`src/dfrq_pkg.sv`:
```
// Shared types and constants for the deferred release queue.
// No dependencies; imported by the sequencer and the top level.
package dfrq_pkg;

    localparam int DEPTH  = 32;
    localparam int ADDR_W = (DEPTH > 1) ? $clog2(DEPTH) : 1;
    localparam int CNT_W  = 6;
    localparam int FRM_W  = 32;
    localparam int HND_W  = 64;
    localparam int TYP_W  = 8;
    localparam int TOT_W  = 32;

    localparam logic [CNT_W-1:0] DEPTH_CNT = CNT_W'(DEPTH);

    // request codes
    localparam logic [2:0] OP_QUEUE   = 3'd0;
    localparam logic [2:0] OP_COLLECT = 3'd1;
    localparam logic [2:0] OP_FLUSH   = 3'd2;
    localparam logic [2:0] OP_COUNT   = 3'd3;
    localparam logic [2:0] OP_LOOKUP  = 3'd4;
    localparam logic [2:0] OP_CLEAR   = 3'd5;

    // configuration register indexes
    localparam logic CFG_DEFER = 1'b0;
    localparam logic CFG_CAP   = 1'b1;

    typedef enum logic [2:0] {
        S_IDLE,
        S_PRIME_SCAN,
        S_SCAN,
        S_PRIME_EMIT,
        S_EMIT,
        S_FINAL
    } t_state;

    typedef struct packed {
        logic [HND_W-1:0] handle;
        logic [TYP_W-1:0] rtype;
        logic [FRM_W-1:0] frame;
    } t_entry;

    typedef struct packed {
        logic              we;
        logic [ADDR_W-1:0] addr;
        t_entry            data;
    } t_mem_wr;

    typedef struct packed {
        logic [FRM_W-1:0] defer;
        logic [CNT_W-1:0] cap;
    } t_cfg;

    typedef struct packed {
        logic             is_release;
        logic [HND_W-1:0] handle;
        logic             last;
        logic             flag;
        logic [CNT_W-1:0] count;
        logic [CNT_W-1:0] pending;
        logic [CNT_W-1:0] peak;
        logic [TOT_W-1:0] queued;
        logic [TOT_W-1:0] released;
    } t_result;

endpackage

```
`src/dfrq_ram.sv`:
```
// Generic single-write, single-read synchronous RAM, registered read data.
// No dependencies.
module dfrq_ram #(
    parameter int WIDTH = 8,
    parameter int DEPTH = 32
) (
    input  logic                                         i_clk,
    input  logic                                         i_we,
    input  logic [((DEPTH > 1) ? $clog2(DEPTH) : 1)-1:0] i_waddr,
    input  logic [WIDTH-1:0]                             i_wdata,
    input  logic [((DEPTH > 1) ? $clog2(DEPTH) : 1)-1:0] i_raddr,
    output logic [WIDTH-1:0]                             o_rdata
);

    logic [WIDTH-1:0] r_mem [DEPTH];

    always_ff @(posedge i_clk) begin
        if (i_we) begin
            r_mem[i_waddr] <= i_wdata;
        end
    end

    always_ff @(posedge i_clk) begin
        o_rdata <= r_mem[i_raddr];
    end

endmodule

```
`src/dfrq_seq.sv`:
```
// Request sequencer: walks the entry RAM, keeps counters, holds the result register.
// Depends on dfrq_pkg.
module dfrq_seq (
    input  logic                      i_clk,
    input  logic                      i_rst_n,
    input  dfrq_pkg::t_cfg            i_cfg,
    input  logic                      i_req_valid,
    output logic                      o_req_ready,
    input  logic [2:0]                i_op,
    input  logic [dfrq_pkg::HND_W-1:0] i_handle,
    input  logic [dfrq_pkg::TYP_W-1:0] i_res_type,
    input  logic [dfrq_pkg::FRM_W-1:0] i_frame,
    output dfrq_pkg::t_mem_wr         o_mem_wr,
    output logic [dfrq_pkg::ADDR_W-1:0] o_mem_raddr,
    input  dfrq_pkg::t_entry          i_mem_rdata,
    output logic                      o_res_valid,
    input  logic                      i_res_ready,
    output dfrq_pkg::t_result         o_res
);

    import dfrq_pkg::*;

    t_state           r_state, n_state;
    logic [2:0]       r_op;
    logic [HND_W-1:0] r_key_handle;
    logic [TYP_W-1:0] r_key_type;
    logic [FRM_W-1:0] r_frame;
    logic [CNT_W-1:0] r_ptr;
    logic [CNT_W-1:0] r_num;
    logic [CNT_W-1:0] r_keep;
    logic [CNT_W-1:0] r_cnt;
    logic             r_flag;
    logic [CNT_W-1:0] r_pending;
    logic [CNT_W-1:0] r_peak;
    logic [TOT_W-1:0] r_queued;
    logic [TOT_W-1:0] r_released;
    logic             r_ov;
    t_result          r_res;

    logic             accept;
    logic             in_range;
    logic             slot_free;
    logic             due;
    logic             go;
    logic             load_rel;
    logic             load_fin;
    logic [CNT_W-1:0] lim;
    logic [CNT_W-1:0] ptr_next;
    logic [FRM_W-1:0] deadline;
    logic [CNT_W-1:0] pend_inc;

    assign accept    = i_req_valid && (r_state == S_IDLE);
    assign in_range  = r_ptr < r_num;
    assign slot_free = !r_ov || i_res_ready;
    assign lim       = (i_cfg.cap < DEPTH_CNT) ? i_cfg.cap : DEPTH_CNT;
    assign deadline  = i_mem_rdata.frame + i_cfg.defer;
    assign due       = (r_frame >= deadline) || (r_op == OP_FLUSH);
    assign ptr_next  = r_ptr + CNT_W'(1);
    assign pend_inc  = r_pending + CNT_W'(1);

    // next state
    always_comb begin
        n_state = r_state;
        case (r_state)
            S_IDLE: begin
                if (accept) begin
                    case (i_op)
                        OP_COLLECT, OP_COUNT, OP_LOOKUP: n_state = S_PRIME_SCAN;
                        OP_FLUSH:                        n_state = S_PRIME_EMIT;
                        default:                         n_state = S_FINAL;
                    endcase
                end
            end
            S_PRIME_SCAN: n_state = S_SCAN;
            S_SCAN: begin
                if (!in_range) begin
                    n_state = (r_op == OP_COLLECT) ? S_PRIME_EMIT : S_FINAL;
                end
            end
            S_PRIME_EMIT: n_state = S_EMIT;
            S_EMIT: begin
                if (!in_range) begin
                    n_state = S_FINAL;
                end
            end
            S_FINAL: begin
                if (slot_free) begin
                    n_state = S_IDLE;
                end
            end
            default: n_state = S_IDLE;
        endcase
    end

    // outputs and memory controls
    always_comb begin
        go             = 1'b0;
        load_rel       = 1'b0;
        load_fin       = 1'b0;
        o_mem_wr.we    = 1'b0;
        o_mem_wr.addr  = r_pending[ADDR_W-1:0];
        o_mem_wr.data  = '{handle: i_handle, rtype: i_res_type, frame: i_frame};
        o_mem_raddr    = '0;
        case (r_state)
            S_IDLE: begin
                o_mem_wr.we = accept && (i_op == OP_QUEUE) && (r_pending < lim);
            end
            S_SCAN: begin
                go          = in_range;
                o_mem_raddr = go ? ptr_next[ADDR_W-1:0] : r_ptr[ADDR_W-1:0];
            end
            S_EMIT: begin
                // a released entry must wait for the result slot; survivors pack down
                go            = in_range && (!due || slot_free);
                load_rel      = in_range && due && slot_free;
                o_mem_wr.we   = in_range && !due;
                o_mem_wr.addr = r_keep[ADDR_W-1:0];
                o_mem_wr.data = i_mem_rdata;
                o_mem_raddr   = go ? ptr_next[ADDR_W-1:0] : r_ptr[ADDR_W-1:0];
            end
            S_FINAL: begin
                load_fin = slot_free;
            end
            default: begin
                o_mem_raddr = '0;
            end
        endcase
    end

    assign o_req_ready = (r_state == S_IDLE);
    assign o_res_valid = r_ov;
    assign o_res       = r_res;

    always_ff @(posedge i_clk) begin
        if (!i_rst_n) begin
            r_state    <= S_IDLE;
            r_ov       <= 1'b0;
            r_pending  <= '0;
            r_peak     <= '0;
            r_queued   <= '0;
            r_released <= '0;
        end else begin
            r_state <= n_state;

            if (load_rel || load_fin) begin
                r_ov <= 1'b1;
            end else if (i_res_ready) begin
                r_ov <= 1'b0;
            end

            case (r_state)
                S_IDLE: begin
                    if (accept) begin
                        case (i_op)
                            OP_QUEUE: begin
                                if (r_pending < lim) begin
                                    r_pending <= pend_inc;
                                    r_queued  <= r_queued + TOT_W'(1);
                                    if (pend_inc > r_peak) begin
                                        r_peak <= pend_inc;
                                    end
                                end
                            end
                            OP_FLUSH: begin
                                r_released <= r_released + TOT_W'(r_pending);
                                r_pending  <= '0;
                            end
                            OP_CLEAR: begin
                                r_pending  <= '0;
                                r_peak     <= '0;
                                r_queued   <= '0;
                                r_released <= '0;
                            end
                            default: begin
                            end
                        endcase
                    end
                end
                S_SCAN: begin
                    // collect: totals settle before any release is shown
                    if (!in_range && (r_op == OP_COLLECT)) begin
                        r_pending  <= r_pending - r_cnt;
                        r_released <= r_released + TOT_W'(r_cnt);
                    end
                end
                default: begin
                end
            endcase
        end
    end

    // datapath, no reset
    always_ff @(posedge i_clk) begin
        case (r_state)
            S_IDLE: begin
                if (accept) begin
                    r_op         <= i_op;
                    r_key_handle <= i_handle;
                    r_key_type   <= i_res_type;
                    r_frame      <= i_frame;
                    r_ptr        <= '0;
                    r_keep       <= '0;
                    r_num        <= r_pending;
                    r_cnt        <= (i_op == OP_FLUSH) ? r_pending : '0;
                    r_flag       <= (i_op == OP_QUEUE) && (r_pending < lim);
                end
            end
            S_PRIME_SCAN, S_PRIME_EMIT: begin
                r_ptr <= '0;
            end
            S_SCAN: begin
                if (in_range) begin
                    r_ptr <= ptr_next;
                    case (r_op)
                        OP_COLLECT: begin
                            if (due) begin
                                r_cnt <= r_cnt + CNT_W'(1);
                            end
                        end
                        OP_COUNT: begin
                            if (i_mem_rdata.rtype == r_key_type) begin
                                r_cnt <= r_cnt + CNT_W'(1);
                            end
                        end
                        OP_LOOKUP: begin
                            if (i_mem_rdata.handle == r_key_handle) begin
                                r_flag <= 1'b1;
                            end
                        end
                        default: begin
                        end
                    endcase
                end
            end
            S_EMIT: begin
                if (go) begin
                    r_ptr <= ptr_next;
                    if (!due) begin
                        r_keep <= r_keep + CNT_W'(1);
                    end
                end
            end
            default: begin
            end
        endcase

        if (load_rel || load_fin) begin
            r_res.is_release <= load_rel;
            r_res.handle     <= load_rel ? i_mem_rdata.handle : '0;
            r_res.last       <= load_fin;
            r_res.flag       <= r_flag;
            r_res.count      <= r_cnt;
            r_res.pending    <= r_pending;
            r_res.peak       <= r_peak;
            r_res.queued     <= r_queued;
            r_res.released   <= r_released;
        end
    end

endmodule

```
`src/frame_deferred_release_queue.sv`:
```
// Channel  Dir  Handshake          Payload
// s_axis   in   tvalid/tready      tuser: op; tdata: handle, res_type, frame
// m_axis   out  tvalid/tready      tuser: is_release; tlast: last; tdata: results
// cfg      in   we (no wait)       idx 0 defer_frames, idx 1 capacity_limit
//
// Queue, clear and unused codes go straight to the final result. Count and lookup walk
// the pending entries once, flush walks them once releasing each; the entry RAM gives
// one read per cycle, and collect walks it twice (count, then release).
// Output stalls hold the walk; a finished result waits in the output register.
// Reset (synchronous, active low) clears counters and control; no RAM sweep.
// Top level: configuration registers, stream packing; uses dfrq_pkg, dfrq_ram, dfrq_seq.
module frame_deferred_release_queue (
    input  logic          i_clk,
    input  logic          i_rst_n,
    input  logic          i_s_axis_tvalid,
    output logic          o_s_axis_tready,
    input  logic [103:0]  i_s_axis_tdata,   // handle[63:0], res_type[71:64], frame[103:72]
    input  logic [2:0]    i_s_axis_tuser,   // op[2:0]
    output logic          o_m_axis_tvalid,
    input  logic          i_m_axis_tready,
    output logic [151:0]  o_m_axis_tdata,   // released_handle[63:0], flag[64], count[70:65],
                                            // pending_now[76:71], peak_now[82:77],
                                            // queued_total[114:83], released_total[146:115]
    output logic [0:0]    o_m_axis_tuser,   // is_release[0]
    output logic          o_m_axis_tlast,   // last
    input  logic          i_cfg_we,
    input  logic          i_cfg_idx,
    input  logic [31:0]   i_cfg_data
);

    import dfrq_pkg::*;

    t_cfg              r_cfg;
    t_mem_wr           mem_wr;
    logic [ADDR_W-1:0] mem_raddr;
    t_entry            mem_rdata;
    t_result           res;

    always_ff @(posedge i_clk) begin
        if (!i_rst_n) begin
            r_cfg.defer <= FRM_W'(2);
            r_cfg.cap   <= CNT_W'(32);
        end else if (i_cfg_we) begin
            case (i_cfg_idx)
                CFG_DEFER: r_cfg.defer <= i_cfg_data;
                CFG_CAP:   r_cfg.cap   <= i_cfg_data[CNT_W-1:0];
                default: begin
                end
            endcase
        end
    end

    dfrq_ram #(
        .WIDTH ($bits(t_entry)),
        .DEPTH (DEPTH)
    ) u_ram (
        .i_clk   (i_clk),
        .i_we    (mem_wr.we),
        .i_waddr (mem_wr.addr),
        .i_wdata (mem_wr.data),
        .i_raddr (mem_raddr),
        .o_rdata (mem_rdata)
    );

    dfrq_seq u_seq (
        .i_clk       (i_clk),
        .i_rst_n     (i_rst_n),
        .i_cfg       (r_cfg),
        .i_req_valid (i_s_axis_tvalid),
        .o_req_ready (o_s_axis_tready),
        .i_op        (i_s_axis_tuser),
        .i_handle    (i_s_axis_tdata[63:0]),
        .i_res_type  (i_s_axis_tdata[71:64]),
        .i_frame     (i_s_axis_tdata[103:72]),
        .o_mem_wr    (mem_wr),
        .o_mem_raddr (mem_raddr),
        .i_mem_rdata (mem_rdata),
        .o_res_valid (o_m_axis_tvalid),
        .i_res_ready (i_m_axis_tready),
        .o_res       (res)
    );

    assign o_m_axis_tuser = res.is_release;
    assign o_m_axis_tlast = res.last;
    assign o_m_axis_tdata = {5'd0, res.released, res.queued, res.peak, res.pending,
                             res.count, res.flag, res.handle};

endmodule
```
`config.mk`:
```
export PLATFORM = sky130hd
export DESIGN_NAME = frame_deferred_release_queue
export DESIGN_NICKNAME = d
export VERILOG_FILES = /design/src/dfrq_pkg.sv /design/src/dfrq_ram.sv /design/src/dfrq_seq.sv /design/src/frame_deferred_release_queue.sv
export SDC_FILE = /design/constraint.sdc
export NUM_CORES = 2
export LEC_CHECK = 0
export ABC_AREA = 1
export BUFFER_PORTS_ARGS = -buffer_cell sky130_fd_sc_hd__buf_2
export CORE_ASPECT_RATIO = 0.6
export CORE_UTILIZATION = 40
export DETAILED_ROUTE_END_ITERATION = 12
export MAX_ROUTING_LAYER = met4
export SETUP_SLACK_MARGIN = 0.4
export SYNTH_ARGS = -nofsm -noshare
export SYNTH_HDL_FRONTEND = slang
export SYNTH_SLANG_ARGS = --single-unit
```
`constraint.sdc`:
```
create_clock -name i_clk -period 13.4 [get_ports i_clk]
set_input_delay 1.34 -clock i_clk [delete_from_list [all_inputs] [get_ports i_clk]]
set_output_delay 1.34 -clock i_clk [all_outputs]
set_load 0.02 [all_outputs]
```
== Word-level counts from Yosys, hierarchy flattened ==
Memory sizes are Yosys's and may differ from the RTL's. A register that Yosys moved wholly into a read port is not among the register bits.
Index checks and enable logic that the tools add are counted.

* Add/subtract/negate cells: 9
* Equal/unequal tests: 34
* Order comparisons: 5
* Multiplexer cells: 53
* Reductions and logical operators: 38
* Bitwise gates (word level): 1

{| class="wikitable"
|+ Operators by type and width
! cell !! count
|-
| case mux 32 bit (2 select lines) || 3
|-
| 2-to-1 mux 109 bit || 1
|-
| 2-to-1 mux 32 bit || 3
|-
| 2-to-1 mux 6 bit || 16
|-
| case mux 6 bit (2 select lines) || 6
|-
| adder 32 x 6 -> 32 bit || 2
|-
| equality test 64 bit || 1
|-
| adder 32 x 1 -> 32 bit, second input constant || 1
|-
| adder 32 bit || 1
|-
| greater-or-equal comparator 32 bit || 1
|-
| adder 6 x 1 -> 6 bit, second input constant || 4
|-
| case mux 6 bit (4 select lines) || 1
|-
| AND reduction 4 bit || 5
|-
| equality test 3 x 2 -> 1 bit, second input constant || 6
|-
| case mux 3 bit (6 select lines) || 1
|-
| equality test 3 bit, second input constant || 5
|-
| 2-to-1 mux 3 bit || 5
|-
| AND reduction 5 bit || 3
|-
| inequality test 2 x 1 -> 1 bit, second input constant || 7
|-
| less-than comparator 6 bit || 2
|-
| inequality test 3 x 2 -> 1 bit, second input constant || 4
|-
| 2-to-1 mux 1 bit || 10
|-
| 2-to-1 mux 5 bit || 2
|-
| inequality test 2 bit, second input constant || 5
|-
| 21 further kinds || 45
|}

* Word-level logic and storage cells: 167
* Flip-flop bits (word level): 399
* Input port bits: 145
* Memories: 1
* Bits in writable memories: 3328

{| class="wikitable"
|+ Memories
! name !! depth !! bits a word !! read ports !! clocked after Yosys merged registers in !! wr ports !! line !! text
|-
| u_ram.r_mem || 32 || 104 || 1 || 1 || 1 || dfrq_ram.sv:15 || <nowiki>logic [WIDTH-1:0] r_mem [DEPTH];</nowiki>
|}

== Logic depth before layout (Yosys ltp) ==
* Depth after elaboration: 9
* Mapped depth: 37
* Gate-level depth less buffers: 34

== Hierarchy ==
A second synthesis with hierarchy kept.

* Cell total of the unflattened synthesis: 13657
* Area, all modules: 157373.4 um^2

{| class="wikitable"
|+ Modules (own cells, without submodules)
! module !! sequential area each (um^2) !! cells each !! area an instance (um^2) !! instances
|-
| dfrq_ram || 102017.8 || 10944 || 134806.8 || 1
|-
| dfrq_seq || 10009.6 || 2474 || 20893.8 || 1
|-
| frame_deferred_release_queue || 760.7 || 239 || 1672.9 || 1
|}

== Worst setup path after synthesis ==
OpenSTA, ideal clock, no wires.

* Path type: input to register
* From: input i_m_axis_tready
* To: register u_seq.r_res (netlist bit u_seq.o_res[0]), enable pin
* Setup slack: 655 ps
* Required time: 12535 ps
* Stages: 2
* Path buffers: 0
* Arrival time: 11880 ps
* Path through: nor2_1 o21ai_0

* Longest elaborated chain between the ends: 4
* Elaborated cells between the ends (all ways): 5
* Those cells by class: 2 x mux; 3 x reduce/logical

{| class="wikitable"
|+ RTL lines
! what !! line !! text
|-
| from (decl) || frame_deferred_release_queue.sv:20 || <nowiki>input logic i_m_axis_tready,</nowiki>
|-
| logical OR 1 bit * || dfrq_seq.sv:54 || <nowiki>assign slot_free = !r_ov || i_res_ready;</nowiki>
|-
| logical AND 1 bit || dfrq_seq.sv:115 || <nowiki>load_rel = in_range && due && slot_free;</nowiki>
|-
| 2-to-1 mux 1 bit || dfrq_seq.sv:104 || <nowiki>case (r_state)</nowiki>
|-
| logical OR 1 bit * || dfrq_seq.sv:247 || <nowiki>if (load_rel || load_fin) begin</nowiki>
|-
| to (decl) || dfrq_seq.sv:38 || <nowiki>t_result r_res;</nowiki>
|}

Mark *: on every way between the ends. The rest lies on a longest branch, timed or not.
A chain may end at the register's enable or synchronous reset.

== Worst setup path after layout ==
* From: register u_ram.o_rdata[11] (read register of u_ram.r_mem)
* To: register u_ram.o_rdata[65] (read register of u_ram.r_mem)

* Longest elaborated chain between the ends: 8

{| class="wikitable"
|+ RTL lines
! what !! line !! text
|-
| from (decl) || dfrq_ram.sv:12 || <nowiki>output logic [WIDTH-1:0] o_rdata</nowiki>
|-
| adder 32 bit || dfrq_seq.sv:56 || <nowiki>assign deadline = i_mem_rdata.frame + i_cfg.defer;</nowiki>
|-
| greater-or-equal comparator 32 bit || dfrq_seq.sv:57 || <nowiki>assign due = (r_frame >= deadline) || (r_op == OP_FLUSH);</nowiki>
|-
| logical OR 1 bit || dfrq_seq.sv:57 ||
|-
| zero test 1 bit || dfrq_seq.sv:114 || <nowiki>go = in_range && (!due || slot_free);</nowiki>
|-
| logical OR 1 bit || dfrq_seq.sv:114 ||
|-
| logical AND 1 bit || dfrq_seq.sv:114 ||
|-
| 2-to-1 mux 5 bit || dfrq_seq.sv:119 || <nowiki>o_mem_raddr = go ? ptr_next[ADDR_W-1:0] : r_ptr[ADDR_W-1:0];</nowiki>
|-
| case mux 5 bit (2 select lines) || dfrq_seq.sv:104 ||
|}

No other way between the ends.

==> key figures <==
Drt
  – Routed via count: 111000
  – Final WL: 511000 um
  – Vias/cell: 5.90
  – DRC violations left: 0
  – Drt first pass iters: 6
  – WL per Instance: 27.2 um
  – Post-route ant nets: 0
  – 1st-iter DRT viols: 16800

CTS
  – Post-cts sizing count: 0
  – CTS clock-pin slew for the worst setup and hold paths: 60 ps
  – Clock latency on the worst-skew pair: 950 ps
  – Hold_buf cts: 0
  – CTS buffer count: 353
  – H-tree depth: 5
  – TritonCTS clock tree: built
  – Clock root buffer: clkbuf_16
  – Max Root-Sink Buffers: 4
  – CTS sink cnt: 3830
  – Post-CTS setup buffer count: 0

Outcome
  – Run status: complete, no violations

Worst setup path
  – Crit path kind: reg -> reg
  – Crit path largest cell delay: 850 ps
  – Reg2reg setup slack: 5110 ps
  – Worst Path Arrival: 9180 ps
  – Data required time at the worst endpoint: 14290 ps
  – Worst path most repeated cell: nand2_1
  – Critical path fanouts, max: 181
  – CP startpoint kind: register
  – Critical path's slowest cell: buf_4
  – Cell count of the worst reg-to-reg path: 30
  – Crit. End Element: register

Logic synthesis
  – Synth top area share: 0.686
  – Xor-xnor portion of the synthesized cell area: 0.00610
  – FFs w/ async S/R, synth: 0
  – Mapped Cells: 13300
  – Sequential area share after synthesis: 0.714
  – Top post-synthesis cells by area: edfxtp_1 (69%), nand3_1 (15%), nand2_1 (5.3%)
  – Cell area after synthesis: 0.158 sq mm
  – Synth area leader: edfxtp_1
  – Post-Synth Simple-Gate Area: 0.219
  – Largest family of logic cells by synthesized area: simple AND/OR/NAND/NOR gates
  – Synth Area in Compound Gates: 0.0166
  – Ys flop type: edfxtp_1
  – Post-synth EDFFs: 3608
  – Post-synthesis mux area share: 0
  – Post-synthesis adder-cell area fraction: 0.00851
  – #FFs+latches synth: 3830
  – Synth Warn #: 0
  – Post-synth cell types: 55
  – Avg Inst Size Synth: 11.9 sq um

Floorplan
  – Initial core utilization: 0.403
  – Die Height: 489 um
  – Die Area: 0.397 sq mm
  – Die Wd: 813 um
  – I/O pins: 301
  – Std cell rows: 178
  – Core ar.: 0.392 sq mm

Job
  – Max cap viols: 0

Place
  – Placed instance area: 0.165 sq mm
  – DP Worst Slack: 5410 ps
  – Port Buf Inserts: 295
  – Final HPWL DP: 251000 um
  – Placed Instances: 18100
  – GP Congestion: 0.850

Global routing
  – Initial antenna violation count: 43
  – GR Util All Layers: 0.256
  – Vias in the first global route: 99800
  – Largest net degree at the start of global routing: 195
  – Global route overflow: 0
  – First-pass GRT wire length: 732000 um

Layout
  – Final layout net count: 13500
  – Layout cells sized above 1: 0.0878
  – Most frequent cells in the layout: nand3_1 (4844), edfxtp_1 (3608), nand2_1 (2218), clkbuf_16 (361)
  – Design area: 0.176 sq mm
  – Leading cell type in the layout, fill and taps excluded: nand3_1
  – Fin cells: 18800
  – Area delta synth->final: 11.5%

Hold path
  – Worst Hold Class: reg -> reg
  – Hold path depth: 0

Pwr
  – Pwr per Cell Area: 232 mW/mm^2
  – Worst vdd ir: 0.000251 V
  – Leakage: 0.0613 uW

STA
  – Pins Over Slew Limit: 0
  – Fin Setup TNS: 0 ps
  – Period utilization: 0.619
  – Slew @ Worst Pin: 1310 ps
  – Hold_ws: 436 ps
  – Final worst slack: 5110 ps
  – Achievable Freq: 121 MHz
  – Final setup skew: 89.4 ps
  – Final-report hold violation count: 0
  – Tmin final: 8290 ps
  – RSZ-0062 raised after global routing: no
  – Slew margin rel.: 0.129
  – Final setup viols: 0
==> power by group <==
part | switching (uW) | internal [uW]
sequential | 602 | 14900
clock | 4570 | 5730
combinational | 11100 | 4000
total | 16300 | 24700
==> state kept, by name (all words and copies together) (netlist names), 3 cells and up <==
signal and count:
u_seq.r_state 3, u_seq.r_keep 5, u_ram.o_rdata 104, u_seq.r_pending 6
u_ram.r_mem 3328, u_seq.r_op 3, r_cfg 38, u_seq.r_cnt 6
u_seq.o_res 149, u_seq.r_released 32, u_seq.r_key_type 8, u_seq.r_peak 6
u_seq.r_key_handle 64, u_seq.r_ptr 6, u_seq.r_queued 32, u_seq.r_frame 32
u_seq.r_num 6
==> synthesized netlist by cell type (86+ instances only) <==
| cell type | n |
|---|---|
| inv_1 | 286 |
| buf_2 | 606 |
| edfxtp_1 | 3608 |
| ha_1 | 101 |
| nor2_1 | 330 |
| dfxtp_1 | 222 |
| nand2_1 | 2220 |
| clkbuf_1 | 246 |
| a21oi_1 | 134 |
| xor2_1 | 86 |
| o21ai_0 | 212 |
| nand3_1 | 4845 |
==> metal layers <==
metal | up-vias | track usage | wire length, um
li1 | 48400 | - | -
met1 | 54800 | 0.382 | 221000
met2 | 6554 | 0.356 | 216000
met3 | 850 | 0.0506 | 59500
met4 | 0 | 0.0675 | 14000
met5 | - | - | 0
==> final cells by class <==
cell class	instances	area, sq um
sequential	3830	113000
fill	35400	216000
tap	5220	6530
inverter	296	1140
clock buffer	475	9690
multi-input combinational	8204	40200
clock inverter	171	1770
timing repair buffer	533	3900
antenna	23	57.6
==> stage by stage <==
step	util	power, uW
floorplan	-	25800
global placement	0.419	30500
detailed placement	0.419	30600
CTS	0.448	40800
global route	0.449	42900
finish	0.449	40900
==> cell families after synthesis <==
group | after synthesis
xor+xnor | 110
buf+inv | 1265
fa+ha+maj | 105
other cells | 1
flops | 3830
compound gates | 463
simple gates | 7521
==> critical path: cells and delay by family (launching register included) <==
kind            cells  cell delay [ps]
compound gates      5             1330
buf+inv             4             2210
fa+ha+maj           2              710
flops               1              700
simple gates       18             2520
xor+xnor            1              180
==> path summary, 6_finish.rpt <==
path / end / start
hold / removal: u_seq.o_res[82] / u_seq.r_flag
hold reg to reg: u_seq.o_res[82] / u_seq.r_flag
setup / recovery: u_ram.o_rdata[65] / u_ram.o_rdata[11]
setup reg to reg: u_ram.o_rdata[65] / u_ram.o_rdata[11]
No activity file was read; power rests on OpenSTA's default activity.
